==> src/hdl/zkb_pkg.sv <==
// Shared types, codes and constants of the zoom keyed scanline blit unit.
`default_nettype none

package zkb_pkg;

    // Field widths
    localparam int COLOUR_W = 24;
    localparam int INDEX_W  = 8;
    localparam int MODE_W   = 2;
    localparam int ZOOM_W   = 5;
    localparam int ROW_W    = 13;
    localparam int CFG_IDX_W  = 3;
    localparam int CFG_DATA_W = 24;

    // Parameter defaults
    localparam int DEF_MAX_ZOOM        = 16;
    localparam int DEF_MAX_ROW_WIDTH   = 4096;
    localparam int DEF_PALETTE_ENTRIES = 256;

    // Front-to-back queue depth (power of two)
    localparam int QUEUE_DEPTH = 4;

    // Input word commands
    localparam logic CMD_PIXEL   = 1'b0;
    localparam logic CMD_PALETTE = 1'b1;

    // Blit modes
    localparam logic [MODE_W-1:0] MODE_COPY  = 2'd0;
    localparam logic [MODE_W-1:0] MODE_KEYED = 2'd1;
    localparam logic [MODE_W-1:0] MODE_MATTE = 2'd2;

    // Configuration register indexes
    localparam logic [CFG_IDX_W-1:0] REG_BLIT_MODE      = 3'd0;
    localparam logic [CFG_IDX_W-1:0] REG_SOURCE_INDEXED = 3'd1;
    localparam logic [CFG_IDX_W-1:0] REG_X_ZOOM         = 3'd2;
    localparam logic [CFG_IDX_W-1:0] REG_ROW_WIDTH      = 3'd3;
    localparam logic [CFG_IDX_W-1:0] REG_KEY_COLOUR     = 3'd4;
    localparam logic [CFG_IDX_W-1:0] REG_MATTE_COLOUR   = 3'd5;

    // Configuration reset values
    localparam logic [MODE_W-1:0]   RST_BLIT_MODE      = MODE_COPY;
    localparam logic                RST_SOURCE_INDEXED = 1'b1;
    localparam logic [ZOOM_W-1:0]   RST_X_ZOOM         = 5'd1;
    localparam logic [ROW_W-1:0]    RST_ROW_WIDTH      = 13'd256;
    localparam logic [COLOUR_W-1:0] RST_KEY_COLOUR     = 24'd0;
    localparam logic [COLOUR_W-1:0] RST_MATTE_COLOUR   = 24'd0;

    typedef struct packed {
        logic [MODE_W-1:0]   blit_mode;
        logic                source_indexed;
        logic [ZOOM_W-1:0]   x_zoom;
        logic [ROW_W-1:0]    row_width;
        logic [COLOUR_W-1:0] key_colour;
        logic [COLOUR_W-1:0] matte_colour;
    } cfg_t;

    // One classified source pixel handed from front to back
    typedef struct packed {
        logic [COLOUR_W-1:0] colour;
        logic                we;
    } pix_t;

endpackage

`default_nettype wire

==> src/hdl/zkb_queue.sv <==
// Short queue of classified pixels between the front and the back.
`default_nettype none

module zkb_queue
    import zkb_pkg::*;
(
    input  wire logic clk,
    input  wire logic rst_n,
    input  wire logic push_valid,
    output logic      push_ready,
    input  wire pix_t push_data,
    output logic      pop_valid,
    input  wire logic pop_ready,
    output pix_t      pop_data
);

    localparam int PTR_W = $clog2(QUEUE_DEPTH);
    localparam int CNT_W = $clog2(QUEUE_DEPTH + 1);

    pix_t             slot_reg [QUEUE_DEPTH];
    logic [PTR_W-1:0] wr_ptr_reg;
    logic [PTR_W-1:0] wr_ptr_next;
    logic [PTR_W-1:0] rd_ptr_reg;
    logic [PTR_W-1:0] rd_ptr_next;
    logic [CNT_W-1:0] count_reg;
    logic [CNT_W-1:0] count_next;
    logic             push;
    logic             pop;

    assign push_ready = count_reg != CNT_W'(QUEUE_DEPTH);
    assign pop_valid  = count_reg != '0;
    assign push       = push_valid && push_ready;
    assign pop        = pop_valid && pop_ready;
    assign pop_data   = slot_reg[rd_ptr_reg];

    // Store the pushed word
    always_ff @(posedge clk)
    begin
        if (push)
        begin
            slot_reg[wr_ptr_reg] <= push_data;
        end
    end

    // Advance pointers and fill count
    always_comb
    begin
        wr_ptr_next = push ? wr_ptr_reg + PTR_W'(1) : wr_ptr_reg;
        rd_ptr_next = pop ? rd_ptr_reg + PTR_W'(1) : rd_ptr_reg;
        count_next  = count_reg;
        if (push && !pop)
        begin
            count_next = count_reg + CNT_W'(1);
        end
        else if (pop && !push)
        begin
            count_next = count_reg - CNT_W'(1);
        end
    end

    always_ff @(posedge clk or negedge rst_n)
    begin
        if (!rst_n)
        begin
            wr_ptr_reg <= '0;
            rd_ptr_reg <= '0;
            count_reg  <= '0;
        end
        else
        begin
            wr_ptr_reg <= wr_ptr_next;
            rd_ptr_reg <= rd_ptr_next;
            count_reg  <= count_next;
        end
    end

endmodule

`default_nettype wire

==> config.mk <==
export PLATFORM = sky130hd
export DESIGN_NAME = zkb_queue
export DESIGN_NICKNAME = d
export VERILOG_FILES = /design/src/hdl/zkb_pkg.sv /design/src/hdl/zkb_queue.sv
export SDC_FILE = /design/constraint.sdc
export NUM_CORES = 1
export LEC_CHECK = 0
export CAP_MARGIN = 20
export CORE_UTILIZATION = 54
export CTS_CLUSTER_DIAMETER = 60
export DETAILED_ROUTE_END_ITERATION = 12
export DONT_BUFFER_PORTS = 1
export GPL_TIMING_DRIVEN = 0
export MAX_ROUTING_LAYER = met4
export PLACE_DENSITY = 0.8
export SLEW_MARGIN = 20
export SYNTH_ARGS = -nofsm -noshare
export SYNTH_HDL_FRONTEND = slang
export SYNTH_SLANG_ARGS = --single-unit
==> constraint.sdc <==
create_clock -name clk -period 4.15 [get_ports clk]
set_input_delay 0.2075 -clock clk [delete_from_list [all_inputs] [get_ports clk]]
set_output_delay 0.2075 -clock clk [all_outputs]
set_load 0.03 [all_outputs]
---- After elaboration in Yosys (flattened, before gate mapping) ----
Memories as Yosys holds them, arrays and structs flattened.
Cells that the tools add are included.
word-level totals
  register bits after elaboration ......... 7
  bits in latches ......................... 0
  RAM bits ................................ 100
  bits in read-only memories .............. 0
  input port bits ......................... 29
  output and inout port bits .............. 27
  word-level logic and storage cells ...... 21
  memories ................................ 1
memory list
  memory    depth  bits a word  rd ports  clocked after Yosys merged registers in  write ports  line             text
  slot_reg  4      25           1         0                                        1            zkb_queue.sv:20  pix_t slot_reg [QUEUE_DEPTH];
operators by class
  add/subtract/negate cells ............... 4
  multiply operators ...................... 0
  divide/modulo/power cells ............... 0
  order comparisons ....................... 0
  equality and inequality tests ........... 1
  shifts and indexed selects .............. 0
  muxes and demuxes ....................... 4
  bitwise gates (word level) .............. 0
  reduce and logical (&&, ||, !) cells .... 8
operators by type and width
  cell                 count
  $mux 3               2
  $add 2x1->2 const B  2
  $logic_and 1x1->1    4
  $add 3x1->3 const B  1
  $ne 3x3->1 const B   1
  $reduce_bool 3->1    1
  $sub 3x1->3 const B  1
  $logic_not 1->1      2
  $mux 1               2
  $reduce_bool 2->1    1

---- Longest topological paths before layout ----
  depth after elaboration ................. 6
  mapped depth ............................ 8
  mapped depth without buffers ............ 8

---- Worst setup path before layout ----
Ideal clock, no wire load.
  path kind ............................... register to register
  from .................................... register count_reg[1]
  to ...................................... register count_reg[2]
  library setup time ...................... 0.079 ns
  data arrival time ....................... 2.067 ns
  data required time ...................... 4.071 ns
  path slack .............................. 2.004 ns
  cell stages (with the launch flop) ...... 9
  path buffers ............................ 0
  clock period less this slack ............ 2.146 ns
  path through ............................ dfrtp_1 > or3_1 > nand2_1 > ha_1 > inv_1 > fa_1 > xor2_1 > nor2_1 > xor2_1
on the way
  longest elaborated chain between the ends .. 5
  elaborated cells between the ends (all ways) .. 13
  those cells by class .................... add/sub (2); eq/ne (1); mux (2); reduce/logical (8)
RTL lines
  element                                      line             text
  from (decl)                                  zkb_queue.sv:25  logic [CNT_W-1:0] count_reg;
  from (signal assigned)                       zkb_queue.sv:73  count_reg <= count_next;
  $reduce_bool 3->1 *                          zkb_queue.sv:31  assign pop_valid = count_reg != '0;
  net pop_valid                                zkb_queue.sv:12  output logic pop_valid,
  $logic_and 1x1->1 *                          zkb_queue.sv:33  assign pop = pop_valid && pop_ready;
  $logic_not 1->1                              zkb_queue.sv:51  if (push && !pop)
  $logic_and 1x1->1                            zkb_queue.sv:51
  $mux 3 or $reduce_bool 2->1 (tied branches)  -
Mark *: on every way through the listed nets, which the timed path passes. The rest lies on a longest branch. The select of a mux whose other input is x is not followed.
A chain may end at the register's enable or synchronous reset.

---- Worst setup path after layout ----
Ends and elaborated chain as after synthesis.

==> metrics.md <==
| Metric | Value |
|---|---|
| Max Cap Violations | 0 |
| Post-synthesis mux area share | 15.05% |
| Die W | 88.77 µm |
| Filler cell count in the final layout | 498 |
| Count of different cell masters after synthesis | 19 |
| Cell Area, Synth | 0.004065 mm² |
| Core area | 0.007253 mm² |
| # resized after CTS | 0 |
| Post-route ant nets | 0 |
| Reg2Reg Depth | 8 |
| Hold WC Path Type | in -> reg |
| CTS Buf Count | 9 |
| Clock tree root driver cell | clkbuf_8 |
| FF-to-FF End | count_reg[2] |
| Initial antenna violation count | 0 |
| HP Start | pop_ready |
| N_diodes | 0 |
| Via density per instance | 5.510 |
| Post-CTS Hold Fix Bufs | 26 |
| Yosys top cell area share | 73.87% |
| Compound-Gate Fraction of Synth Area | 0.2770% |
| Remaining Overflow, GRT | 0 |
| Worst IR drop on VDD | 0.0004394 V |
| Period utilisation layout | 57.76% |
| Sequential cell area | 0.003178 mm² |
| RSZ-0062 raised after global routing | false |
| Worst Hold Path Cells | 2 |
| Area contributors post-synth | edfxtp_1 74%, mux4_2 10%, mux4_1 4.5%, dfrtp_1 4.3%, ha_1 1.5% |
| Multi-input logic area | 814.5 µm² |
| Wire length on met3 | 331 µm |
| CTS H-Tree Depth | 3 |
| Status | completed |
| Rel. slew slack | 53.96% |
| Leak | 1.535 nW |
| TritonCTS clock tree | done |
| Least-Margin Pin Slew | 0.6905 ns |
| Gpl congestion | 0.6999 |
| Final setup fails | 0 |
| Largest register FFs | 100 |
| Post-CTS Setup Repair Bufs | 0 |
| Detailed Route Iter0 Violations | 78 |
| Cell Pwr Density | 707.1 mW/mm² |
| Critical path arrival | 2.67 ns |
| Setup CP Type | reg -> reg |
| Post-DP HPWL | 3928 µm |
| Sequential fraction of the synthesis area | 78.18% |
| WL met1 | 2467 µm |
| Tot Pwr | 3.284 mW |
| YS warnings | 0 |
| I/O pin count | 56 |
| Clock slew at reported path FFs | 0.09 ns |
| DRT Pass-1 Iters | 4 |
| Main combinational cell family by area after synthesis | multiplexers |
| Worst clock skew | 0.007642 ns |
| Drt wl/cell | 20.47 µm |
| Final wirelength | 6264 µm |
| Layout area overhead | 14.25% |
| Initial core utilization | 56.05% |
| Metal2 WL | 3359 µm |
| Max Fclk | 417.2 MHz |
| Commonest non-fill, non-tap cell in the layout | edfxtp_1 |
| Total track usage | 17.94% |
| XOR/XNOR Fraction of Synth Area | 1.293% |
| Syn_area_per_cell | 24.49 µm² |
| First-pass GRT wire length | 9411 µm |
| Simple-Gate Fraction of Synth Area | 1.262% |
| Critical Path Source Type | register |
| Clk buf depth | 2 |
| CTS Sinks | 107 |
| CP Capture Type | register |
| Most frequent cells in the layout | 100 x edfxtp_1, 26 x dlygate4sd3_1, 18 x mux4_2 |
| Tmin final | 2.397 ns |
| Leading area contributor after synthesis | edfxtp_1 |
| Uppermost layer routed | met4 |
| IO buf count | 0 |
| Final nets | 238 |
| Final Hold Viols | 0 |
| Die height | 88.77 µm |
| Post-Synth Adder-Cell Area | 2.031% |
| Hold Path Sink | rd_ptr_reg[1] |
| Seq cells post-synth | 107 |
| Share of cells above drive strength 1 | 21.74% |
| Post-Syn Instances | 166 |
| Syn Nets | 201 |
| Critical path required time | 4.42 ns |
| DRC | 0 |
| Worst r2r src | count_reg[1] |
| R2r setup slk | 1.75 ns |
| Slew Viols, Final | 0 |
| Fin Setup TNS | 0 ns |
| Vias after detailed routing | 1686 |
| Largest net degree at the start of global routing | 26 |
| Clock Latency Late Sink | 0.35 ns |
| Die Footprint | 0.007879 mm² |
| Crit-path max FO | 4 |
| FP Rows | 31 |
| Vias in the first global route | 1806 |
-- how the worst max path moves through the flow --
stage,startpoint,end
after floorplan,count_reg[1],count_reg[2]
after global placement,count_reg[1],count_reg[2]
after detailed placement,count_reg[1],count_reg[2]
after CTS,count_reg[1],count_reg[2]
after global routing,count_reg[1],count_reg[2]
final,count_reg[1],count_reg[2]
-- routing by layer --
metal	track usage (%)	vias up
li1	-	765
met1	20.48	854
met2	29.93	56
met3	4.851	11
met4	7.771	0
met5	-	-
-- layout make-up --
cell class	instances	area share [%]
timing repair buffer	26	5.603
multi-input combinational	50	17.54
tap	99	2.667
clock inverter	6	1.428
buffer	6	1.428
inverter	3	0.2425
clock buffer	9	2.667
sequential	107	68.43
-- Yosys cell counts --
master and instances:
a21boi_2 1, nand3_1 1, mux2_2 2, edfxtp_1 100
fa_1 1, nor2_1 2, dfrtp_1 7, mux4_1 7
or3_1 1, and2_1 4, buf_2 3, buf_6 1
xnor2_1 4, buf_12 2, nand2_1 2, ha_1 5
xor2_1 2, mux4_2 18, inv_1 3
-- cells by family after synthesis --
| family | Yosys count |
|---|---|
| AND/OR/NAND/NOR | 10 |
| XOR/XNOR | 6 |
| AO/OA/AOI/OAI | 1 |
| multiplexers | 27 |
| adder cells (fa/ha/maj) | 6 |
| flip-flops | 107 |
| buffers and inverters | 9 |
-- where the power goes --
group | internal [mW] | switching [mW] | leakage [nW]
clock network | 0.277 | 0.330 | 0.0894
registers | 1.44 | 0.0697 | 0.998
logic | 0.414 | 0.757 | 0.448
total | 2.13 | 1.16 | 1.54
-- stage by stage --
step           setup WS, ns  utilization [%]  cells  cell area [µm²]  hold WS (ns)
4_1_cts               1.780            64.03    306             4644       0.01303
3_5_place_dp          1.815            57.82    265             4194      -0.08789
5_1_grt               1.612            64.03    306             4644       0.02300
6_report              1.753            64.03    306             4644       0.02469
2_1_floorplan         2.004                -    166             4065      -0.08809
3_3_place_gp          1.938            57.75    265             4189      -0.08791
-- worst max-delay path, stage by stage, from the launching register on --
cell and delay (ns):
dfrtp_1 0.43, or3_1 0.56, nand2_1 0.18, ha_1 0.21
inv_1 0.07, fa_1 0.39, xor2_1 0.16, nor2_1 0.14
xor2_1 0.19
Power figures use the tool's default switching activity.
