--- src/hdl/zkb_pkg.sv ---
// Shared types, codes and constants of the zoom keyed scanline blit unit.
`default_nettype none

package zkb_pkg;

    // Field widths
    localparam int COLOUR_W = 24;
    localparam int INDEX_W  = 8;
    localparam int MODE_W   = 2;
    localparam int ZOOM_W   = 5;
    localparam int ROW_W    = 13;
    localparam int CFG_IDX_W  = 3;
    localparam int CFG_DATA_W = 24;

    // Parameter defaults
    localparam int DEF_MAX_ZOOM        = 16;
    localparam int DEF_MAX_ROW_WIDTH   = 4096;
    localparam int DEF_PALETTE_ENTRIES = 256;

    // Front-to-back queue depth (power of two)
    localparam int QUEUE_DEPTH = 4;

    // Input word commands
    localparam logic CMD_PIXEL   = 1'b0;
    localparam logic CMD_PALETTE = 1'b1;

    // Blit modes
    localparam logic [MODE_W-1:0] MODE_COPY  = 2'd0;
    localparam logic [MODE_W-1:0] MODE_KEYED = 2'd1;
    localparam logic [MODE_W-1:0] MODE_MATTE = 2'd2;

    // Configuration register indexes
    localparam logic [CFG_IDX_W-1:0] REG_BLIT_MODE      = 3'd0;
    localparam logic [CFG_IDX_W-1:0] REG_SOURCE_INDEXED = 3'd1;
    localparam logic [CFG_IDX_W-1:0] REG_X_ZOOM         = 3'd2;
    localparam logic [CFG_IDX_W-1:0] REG_ROW_WIDTH      = 3'd3;
    localparam logic [CFG_IDX_W-1:0] REG_KEY_COLOUR     = 3'd4;
    localparam logic [CFG_IDX_W-1:0] REG_MATTE_COLOUR   = 3'd5;

    // Configuration reset values
    localparam logic [MODE_W-1:0]   RST_BLIT_MODE      = MODE_COPY;
    localparam logic                RST_SOURCE_INDEXED = 1'b1;
    localparam logic [ZOOM_W-1:0]   RST_X_ZOOM         = 5'd1;
    localparam logic [ROW_W-1:0]    RST_ROW_WIDTH      = 13'd256;
    localparam logic [COLOUR_W-1:0] RST_KEY_COLOUR     = 24'd0;
    localparam logic [COLOUR_W-1:0] RST_MATTE_COLOUR   = 24'd0;

    typedef struct packed {
        logic [MODE_W-1:0]   blit_mode;
        logic                source_indexed;
        logic [ZOOM_W-1:0]   x_zoom;
        logic [ROW_W-1:0]    row_width;
        logic [COLOUR_W-1:0] key_colour;
        logic [COLOUR_W-1:0] matte_colour;
    } cfg_t;

    // One classified source pixel handed from front to back
    typedef struct packed {
        logic [COLOUR_W-1:0] colour;
        logic                we;
    } pix_t;

endpackage

`default_nettype wire

--- src/hdl/zkb_back.sv ---
// Back end: repeats each pixel by the zoom, tracks the row position, drives results.
`default_nettype none

module zkb_back
    import zkb_pkg::*;
#(
    parameter int MAX_ZOOM      = DEF_MAX_ZOOM,
    parameter int MAX_ROW_WIDTH = DEF_MAX_ROW_WIDTH
)
(
    input  wire logic                clk,
    input  wire logic                rst_n,
    input  wire cfg_t                cfg,
    input  wire logic                pop_valid,
    output logic                     pop_ready,
    input  wire pix_t                pop_data,
    output logic                     out_valid,
    input  wire logic                out_ready,
    output logic [COLOUR_W-1:0]      out_colour,
    output logic                     write_enable,
    output logic                     row_end,
    output logic                     run_last
);

    // The zoom field saturates at sixteen repeats as well as at MAX_ZOOM
    localparam int ZOOM_LIM  = (MAX_ZOOM < 16) ? MAX_ZOOM : 16;
    localparam int ZW        = $clog2(ZOOM_LIM + 1);
    localparam int ROW_MAX   = (1 << ROW_W) - 1;
    localparam int WIDTH_LIM = (MAX_ROW_WIDTH < ROW_MAX) ? MAX_ROW_WIDTH : ROW_MAX;

    logic                busy_reg;
    logic                busy_next;
    logic [ZW-1:0]       k_reg;
    logic [ZW-1:0]       k_next;
    pix_t                held_reg;
    logic [ROW_W-1:0]    pos_reg;
    logic [ROW_W-1:0]    pos_next;
    logic                out_valid_reg;
    logic                out_valid_next;
    logic [COLOUR_W-1:0] out_colour_reg;
    logic                write_enable_reg;
    logic                row_end_reg;
    logic                run_last_reg;

    logic [ZW-1:0]       zoom_eff;
    logic [ROW_W-1:0]    width_eff;
    logic                emit;
    logic                pop;
    pix_t                act;
    logic [ZW-1:0]       act_k;
    logic [ZW-1:0]       k_inc;
    logic                end_w;
    logic                last_w;

    // Saturate zoom and row width
    always_comb
    begin
        if (cfg.x_zoom == '0)
        begin
            zoom_eff = ZW'(1);
        end
        else if (cfg.x_zoom > ZOOM_W'(ZOOM_LIM))
        begin
            zoom_eff = ZW'(ZOOM_LIM);
        end
        else
        begin
            zoom_eff = ZW'(cfg.x_zoom);
        end

        if (cfg.row_width == '0)
        begin
            width_eff = ROW_W'(1);
        end
        else if (cfg.row_width > ROW_W'(WIDTH_LIM))
        begin
            width_eff = ROW_W'(WIDTH_LIM);
        end
        else
        begin
            width_eff = cfg.row_width;
        end
    end

    // Pick the active pixel: the held one mid-run, else the queue head
    assign emit  = (busy_reg || pop_valid) && (!out_valid_reg || out_ready);
    assign pop   = emit && !busy_reg;
    assign pop_ready = !busy_reg && (!out_valid_reg || out_ready);
    assign act   = busy_reg ? held_reg : pop_data;
    assign act_k = busy_reg ? k_reg : '0;
    assign k_inc = act_k + ZW'(1);

    // Row end and run end of the repeat being emitted
    assign end_w  = ({1'b0, pos_reg} + (ROW_W+1)'(1)) >= {1'b0, width_eff};
    assign last_w = end_w || (k_inc == zoom_eff);

    // Advance the run and the row position
    always_comb
    begin
        busy_next      = busy_reg;
        k_next         = k_reg;
        pos_next       = pos_reg;
        out_valid_next = out_valid_reg;
        if (emit)
        begin
            busy_next      = !last_w;
            k_next         = k_inc;
            pos_next       = end_w ? '0 : pos_reg + ROW_W'(1);
            out_valid_next = 1'b1;
        end
        else if (out_ready)
        begin
            out_valid_next = 1'b0;
        end
    end

    always_ff @(posedge clk or negedge rst_n)
    begin
        if (!rst_n)
        begin
            busy_reg      <= 1'b0;
            k_reg         <= '0;
            pos_reg       <= '0;
            out_valid_reg <= 1'b0;
        end
        else
        begin
            busy_reg      <= busy_next;
            k_reg         <= k_next;
            pos_reg       <= pos_next;
            out_valid_reg <= out_valid_next;
        end
    end

    // Load the result register and hold the popped pixel for its run
    always_ff @(posedge clk)
    begin
        if (pop)
        begin
            held_reg <= pop_data;
        end
        if (emit)
        begin
            out_colour_reg   <= act.colour;
            write_enable_reg <= act.we;
            row_end_reg      <= end_w;
            run_last_reg     <= last_w;
        end
    end

    assign out_valid    = out_valid_reg;
    assign out_colour   = out_colour_reg;
    assign write_enable = write_enable_reg;
    assign row_end      = row_end_reg;
    assign run_last     = run_last_reg;

endmodule

`default_nettype wire

--- config.mk ---
export PLATFORM = sky130hd
export DESIGN_NAME = zkb_back
export DESIGN_NICKNAME = d
export VERILOG_FILES = /design/src/hdl/zkb_pkg.sv /design/src/hdl/zkb_back.sv
export SDC_FILE = /design/constraint.sdc
export NUM_CORES = 1
export LEC_CHECK = 0
export BUFFER_PORTS_ARGS = -buffer_cell sky130_fd_sc_hd__buf_4
export CAP_MARGIN = 20
export CORE_MARGIN = 1.5
export CORE_UTILIZATION = 50
export CTS_CLUSTER_DIAMETER = 80
export DETAILED_ROUTE_END_ITERATION = 12
export GPL_TIMING_DRIVEN = 0
export PLACE_DENSITY = 0.8
export SETUP_SLACK_MARGIN = 0.4
export SYNTH_ARGS = -nofsm -noshare
export SYNTH_HDL_FRONTEND = slang
export SYNTH_SLANG_ARGS = --single-unit
--- constraint.sdc ---
create_clock -name clk -period 7.2 [get_ports clk]
set_clock_uncertainty 0.05 [all_clocks]
set_input_delay 0.36 -clock clk [delete_from_list [all_inputs] [get_ports clk]]
set_output_delay 0.36 -clock clk [all_outputs]
set_load 0.01 [all_outputs]
== Word-level counts from Yosys, hierarchy flattened ==
Cells that the tools add are included.

* Register bits after elaboration: 72
* Output and inout bits: 29
* Word-level logic and storage cells: 38

* Add/subtract/negate cells: 3
* $lt $le $gt $ge: 3
* Equal/unequal tests: 1
* Muxes and demuxes: 9
* Reductions and logical operators: 12

{| class="wikitable"
|+ Operators with widths
! operator !! count
|-
| two-way mux 13 bit || 3
|-
| two-way mux 25 bit || 1
|-
| two-way mux 5 bit || 3
|-
| adder 13 x 1 -> 14 bit (second input constant) || 1
|-
| greater-or-equal comparator 14 x 13 -> 1 bit || 1
|-
| adder 13 x 1 -> 13 bit (second input constant) || 1
|-
| greater-than comparator 13 bit (second input constant) || 1
|-
| zero test 13 bit || 1
|-
| adder 5 x 1 -> 5 bit (second input constant) || 1
|-
| == test 5 bit || 1
|-
| greater-than comparator 5 bit (second input constant) || 1
|-
| zero test 5 bit || 1
|-
| logical AND 1 bit || 3
|-
| zero test 1 bit || 3
|-
| logical OR 1 bit || 3
|-
| two-way mux 1 bit || 2
|-
| nonzero test 2 bit || 1
|}

== Logic depth before layout (Yosys ltp) ==
* Word-level depth: 6
* Mapped depth: 13
* Mapped depth without buffers: 12

== Worst setup path after synthesis ==
Ideal clock, no wire load.

* Path kind: reg2reg
* Start point: register pos_reg[0]
* End point: register run_last_reg (netlist: run_last), data pin
* Arrival time: 2.638 ns
* Slack: 4.252 ns
* Cell stages (with the launch flop): 13
* Clock period less this slack: 2.948 ns
* Cells stage by stage: dfrtp_1 -> ha_1 -> nand3_1 -> nor2_1 -> nand4_1 -> xnor2_1 -> ha_1 -> and3_1 -> a221oi_2 -> o21ai_2 -> a21o_4 -> buf_6 -> a21o_2

* Word-level cells in the longest chain between the ends: 3

{| class="wikitable"
|+ RTL lines
! what !! RTL line !! RTL
|-
| start, declared || zkb_back.sv:36 || <nowiki>logic [ROW_W-1:0] pos_reg;</nowiki>
|-
| start signal, assigned || zkb_back.sv:130 || <nowiki>pos_reg <= pos_next;</nowiki>
|-
| adder 13 x 1 -> 14 bit || zkb_back.sv:94 || <nowiki>assign end_w = ({1'b0, pos_reg} + (ROW_W+1)'(1)) >= {1'b0, width_eff};</nowiki>
|-
| greater-or-equal comparator 14 x 13 -> 1 bit || zkb_back.sv:94 ||
|-
| via end_w || zkb_back.sv:52 || <nowiki>logic end_w;</nowiki>
|-
| logical OR 1 bit || zkb_back.sv:95 || <nowiki>assign last_w = end_w || (k_inc == zoom_eff);</nowiki>
|-
| via last_w || zkb_back.sv:53 || <nowiki>logic last_w;</nowiki>
|-
| end signal, assigned || zkb_back.sv:147 || <nowiki>run_last_reg <= last_w;</nowiki>
|-
| end, declared || zkb_back.sv:43 || <nowiki>logic run_last_reg;</nowiki>
|}

The timed path passes the listed nets, and every way through them passes these cells.
A chain may end at the register's enable or synchronous reset.

== Worst setup path in the final report ==
Same ends and word-level chain as after synthesis.

==> flow_summary_export.csv <==
group,metric,value,unit
clock_network,post-cts-setup-buffers,0,
setup_path,worst-endpoint-arrival,3.39,ns
synthesis,synth_top_area_cell,"edfxtp_1",
layout,multiInputGateArea,1410,um2
setup_path,cp-start-kind,"register",
setup_path,worstRegToRegCells,12,
synthesis,syn_nets,390,
sta,setup-violations-final,0,
global_routing,grtUsageMet2,33.8,%
power_and_ir_drop,cellPowerDensity,304,nW/um2
layout,area_growth_syn_to_layout,26.2,%
setup_path,path_cells,"ha_1 > nand3_1 > nor2_1 > nand4_1 > xnor2_1 > ha_1 > and3_1 > a221oi_2 > o21ai_2 > a21o_4 > buf_6 > a21o_2",
synthesis,ys_seq_elements,72,
synthesis,synth_cells,277,
global_routing,grt_pass1_vias,2427,
job,drv_cap,0,
synthesis,synth_cell_type_count,47,
drt,firstDrtPassIters,6,
hold_path,holdPathStages,1,
synthesis,syn_avg_cell_area,12.7,um2
floorplan,num_rows,30,
global_routing,antenna_found_initial,0,
layout,final_common_cell,"buf_4",
place,io_buffers,75,
floorplan,die_height,87.0,um
layout,drive_above_1_share,36.2,%
clock_network,cts_tree,"built",
global_routing,grt-ovfl-total,0,
setup_path,crit_path_max_incr_delay,0.43,ns
layout,fill_cells,507,
hold_path,hold_end,"held_reg[14]$_DFFE_PP_",
synthesis,synth-simple-area-share,12.8,%
setup_path,r2r-start,"pos_reg[0]$_DFFE_PN0P_",
synthesis,ys_async_sr_fraction,27.8,%
layout,largest_reg_flops,25,
floorplan,core,6790,um2
floorplan,die_w,87.0,um
drt,vias,2464,
global_routing,use_met3,4.93,%
setup_path,end_kind,"register",
synthesis,synthTopCellsByArea,"edfxtp_1, dfrtp_1, mux2_2",
place,place_hpwl,5080,um
layout,regArea,2060,um2
clock_network,insertion_delay,0.34,ns
setup_path,reg2reg_to,"run_last$_DFFE_PP_",
global_routing,grt_usage,20.4,%
global_routing,grt_pass1_wl,11500,um
synthesis,synthFlopType,"edfxtp_1",
floorplan,initial_core_util,51.9,%
clock_network,cts_resized,0,
sta,timing.final.crit_period,3.35,ns
layout,mostFrequentLayoutCells,"buf_4, edfxtp_1, nand2_1, mux2_2, dfrtp_1",
power_and_ir_drop,vdd_drop_max,0.132,mV
clock_network,cts-htree-levels,3,
drt,drt_wl_total,7090,um
drt,wl_per_cell,15.2,um
layout,antenna_cells,0,
global_routing,grt_start_max_net_pins,37,
setup_path,cp.required,7.24,ns
drt,drtAntennaViolNets,0,
clock_network,cts_buffers,9,
clock_network,cts_buffer_depth,2,
synthesis,yosysWarnings,0,
sta,slew_violations,0,
synthesis,synth_top_family_by_area,"simple AND/OR/NAND/NOR gates",
synthesis,synth_enable_flop_cells,52,
sta,rsz0062_at_grt,"false",
setup_path,slowest_stage,"dfrtp_1",
synthesis,synth_compound_area_share,8.51,%
power_and_ir_drop,p_leak,1.88,nW
setup_path,crit_type,"register to register",
global_routing,grt_util_met1,26.1,%
setup_path,path_common_cell,"ha_1",
clock_network,clk_pin_slew,0.07,ns
layout,fin_nets,478,
synthesis,yosys.area_share.xor_xnor,3.97,%
synthesis,yosys.area_share.adder,5.32,%
sta,fin_crit_sh,46.6,%
global_routing,busiest_layer,"met2",
floorplan,ios,127,
sta,max_freq,298,MHz
synthesis,synth_top_area_share,44.3,%
sta,max_slew_margin,40.7,%
synthesis,synth_area,3530,um2
floorplan,dieArea,7570,um2
setup_path,r2r_setup_slack,3.85,ns
drt,drc_errors,0,
setup_path,worstPathMaxFanout,10,
sta,setup_tns,0,ns
clock_network,cts_sinks,72,
place,gp_congestion,0.808,
layout,fin_util,65.5,%
sta,worst_slew_pin_slew,0.889,ns
synthesis,ys_seq_area_share,58.4,%
synthesis,synthMuxAreaShare,9.18,%
sta,hold_viol_final,0,
run_status,status,"completed",
hold_path,min_from,"pop_data[14]",
drt,drt-initial-drc-count,146,
hold_path,hold_path_class,"primary input to register",
clock_network,root_buffer,"clkbuf_8",
drt,vias_per_cell,5.29,
power breakdown:
part	internal [mW]	total, mW	switching, mW
Sequential	0.545	0.591	0.0465
Combinational	0.206	0.421	0.215
Clock	0.204	0.342	0.138
final cells by class:
class	count	share of cell area (%)
timing repair buffer	77	13.2
buffer	8	0.983
tap	96	2.70
sequential	72	46.3
clock buffer	12	3.26
inverter	5	0.421
multi-input combinational	192	31.6
clock inverter	4	1.57
logic make-up after synthesis:
family,count (synthesis)
AO/OA/AOI/OAI,42
XOR/XNOR,16
adder cells (fa/ha/maj),15
buffers and inverters,13
flip-flops,72
multiplexers,29
AND/OR/NAND/NOR,90
repair_timing:
item / 4_1_cts / 5_1_grt
hold endpoints to repair: 20 / 0
endpoints found under the setup margin: 0 / 0
hold buffers: 1 / 0
per-stage QoR:
stage | instances | setup WS, ns | hold WS, ns | total power, mW | cell area (um2)
after floorplan | 277 | 4.25 | 0.0144 | 0.860 | 3530
after global placement | 448 | 3.94 | 0.208 | 0.996 | 4210
after detailed placement | 448 | 3.91 | 0.210 | 1.02 | 4210
after CTS | 465 | 3.87 | 0.137 | 1.36 | 4440
after global routing | 466 | 3.62 | 0.134 | 1.43 | 4450
final | 466 | 3.85 | 0.148 | 1.35 | 4450
metal layers:
metal	part of all wire (%)	vias to the layer above	wire [um]
li1	-	1204	-
met4	1.5	0	107
met2	50	84	3520
met3	4.9	11	345
met1	44	1165	3110
met5	0	-	0
critical path, delay by kind of cell (launching register included):
| family | cells | cell delay, ns |
|---|---|---|
| buffers and inverters | 1 | 0.15 |
| AND/OR/NAND/NOR | 4 | 0.88 |
| AO/OA/AOI/OAI | 4 | 0.79 |
| XOR/XNOR | 1 | 0.26 |
| flip-flops | 1 | 0.43 |
| adder cells (fa/ha/maj) | 2 | 0.53 |
worst max path at each step:
stage / end / slack [ns] / startpoint
3_3_place_gp: run_last$_DFFE_PP_ / 3.94 / pos_reg[0]$_DFFE_PN0P_
2_1_floorplan: run_last$_DFFE_PP_ / 4.25 / pos_reg[0]$_DFFE_PN0P_
5_1_grt: run_last$_DFFE_PP_ / 3.62 / pos_reg[0]$_DFFE_PN0P_
6_report: run_last$_DFFE_PP_ / 3.85 / pos_reg[0]$_DFFE_PN0P_
4_1_cts: run_last$_DFFE_PP_ / 3.87 / pos_reg[0]$_DFFE_PN0P_
3_5_place_dp: run_last$_DFFE_PP_ / 3.91 / pos_reg[0]$_DFFE_PN0P_
cells in the mapped netlist, drive strengths merged, types with 6 or more instances:
cell type and count:
nor2 17, o21ai 15, dfrtp 20, edfxtp 52, xnor2 10, nand3 11
xor2 6, a21oi 7, a22o 7, buf 6, mux2 27, nand2 34
ha 15
(Power assumes the default switching activity.)
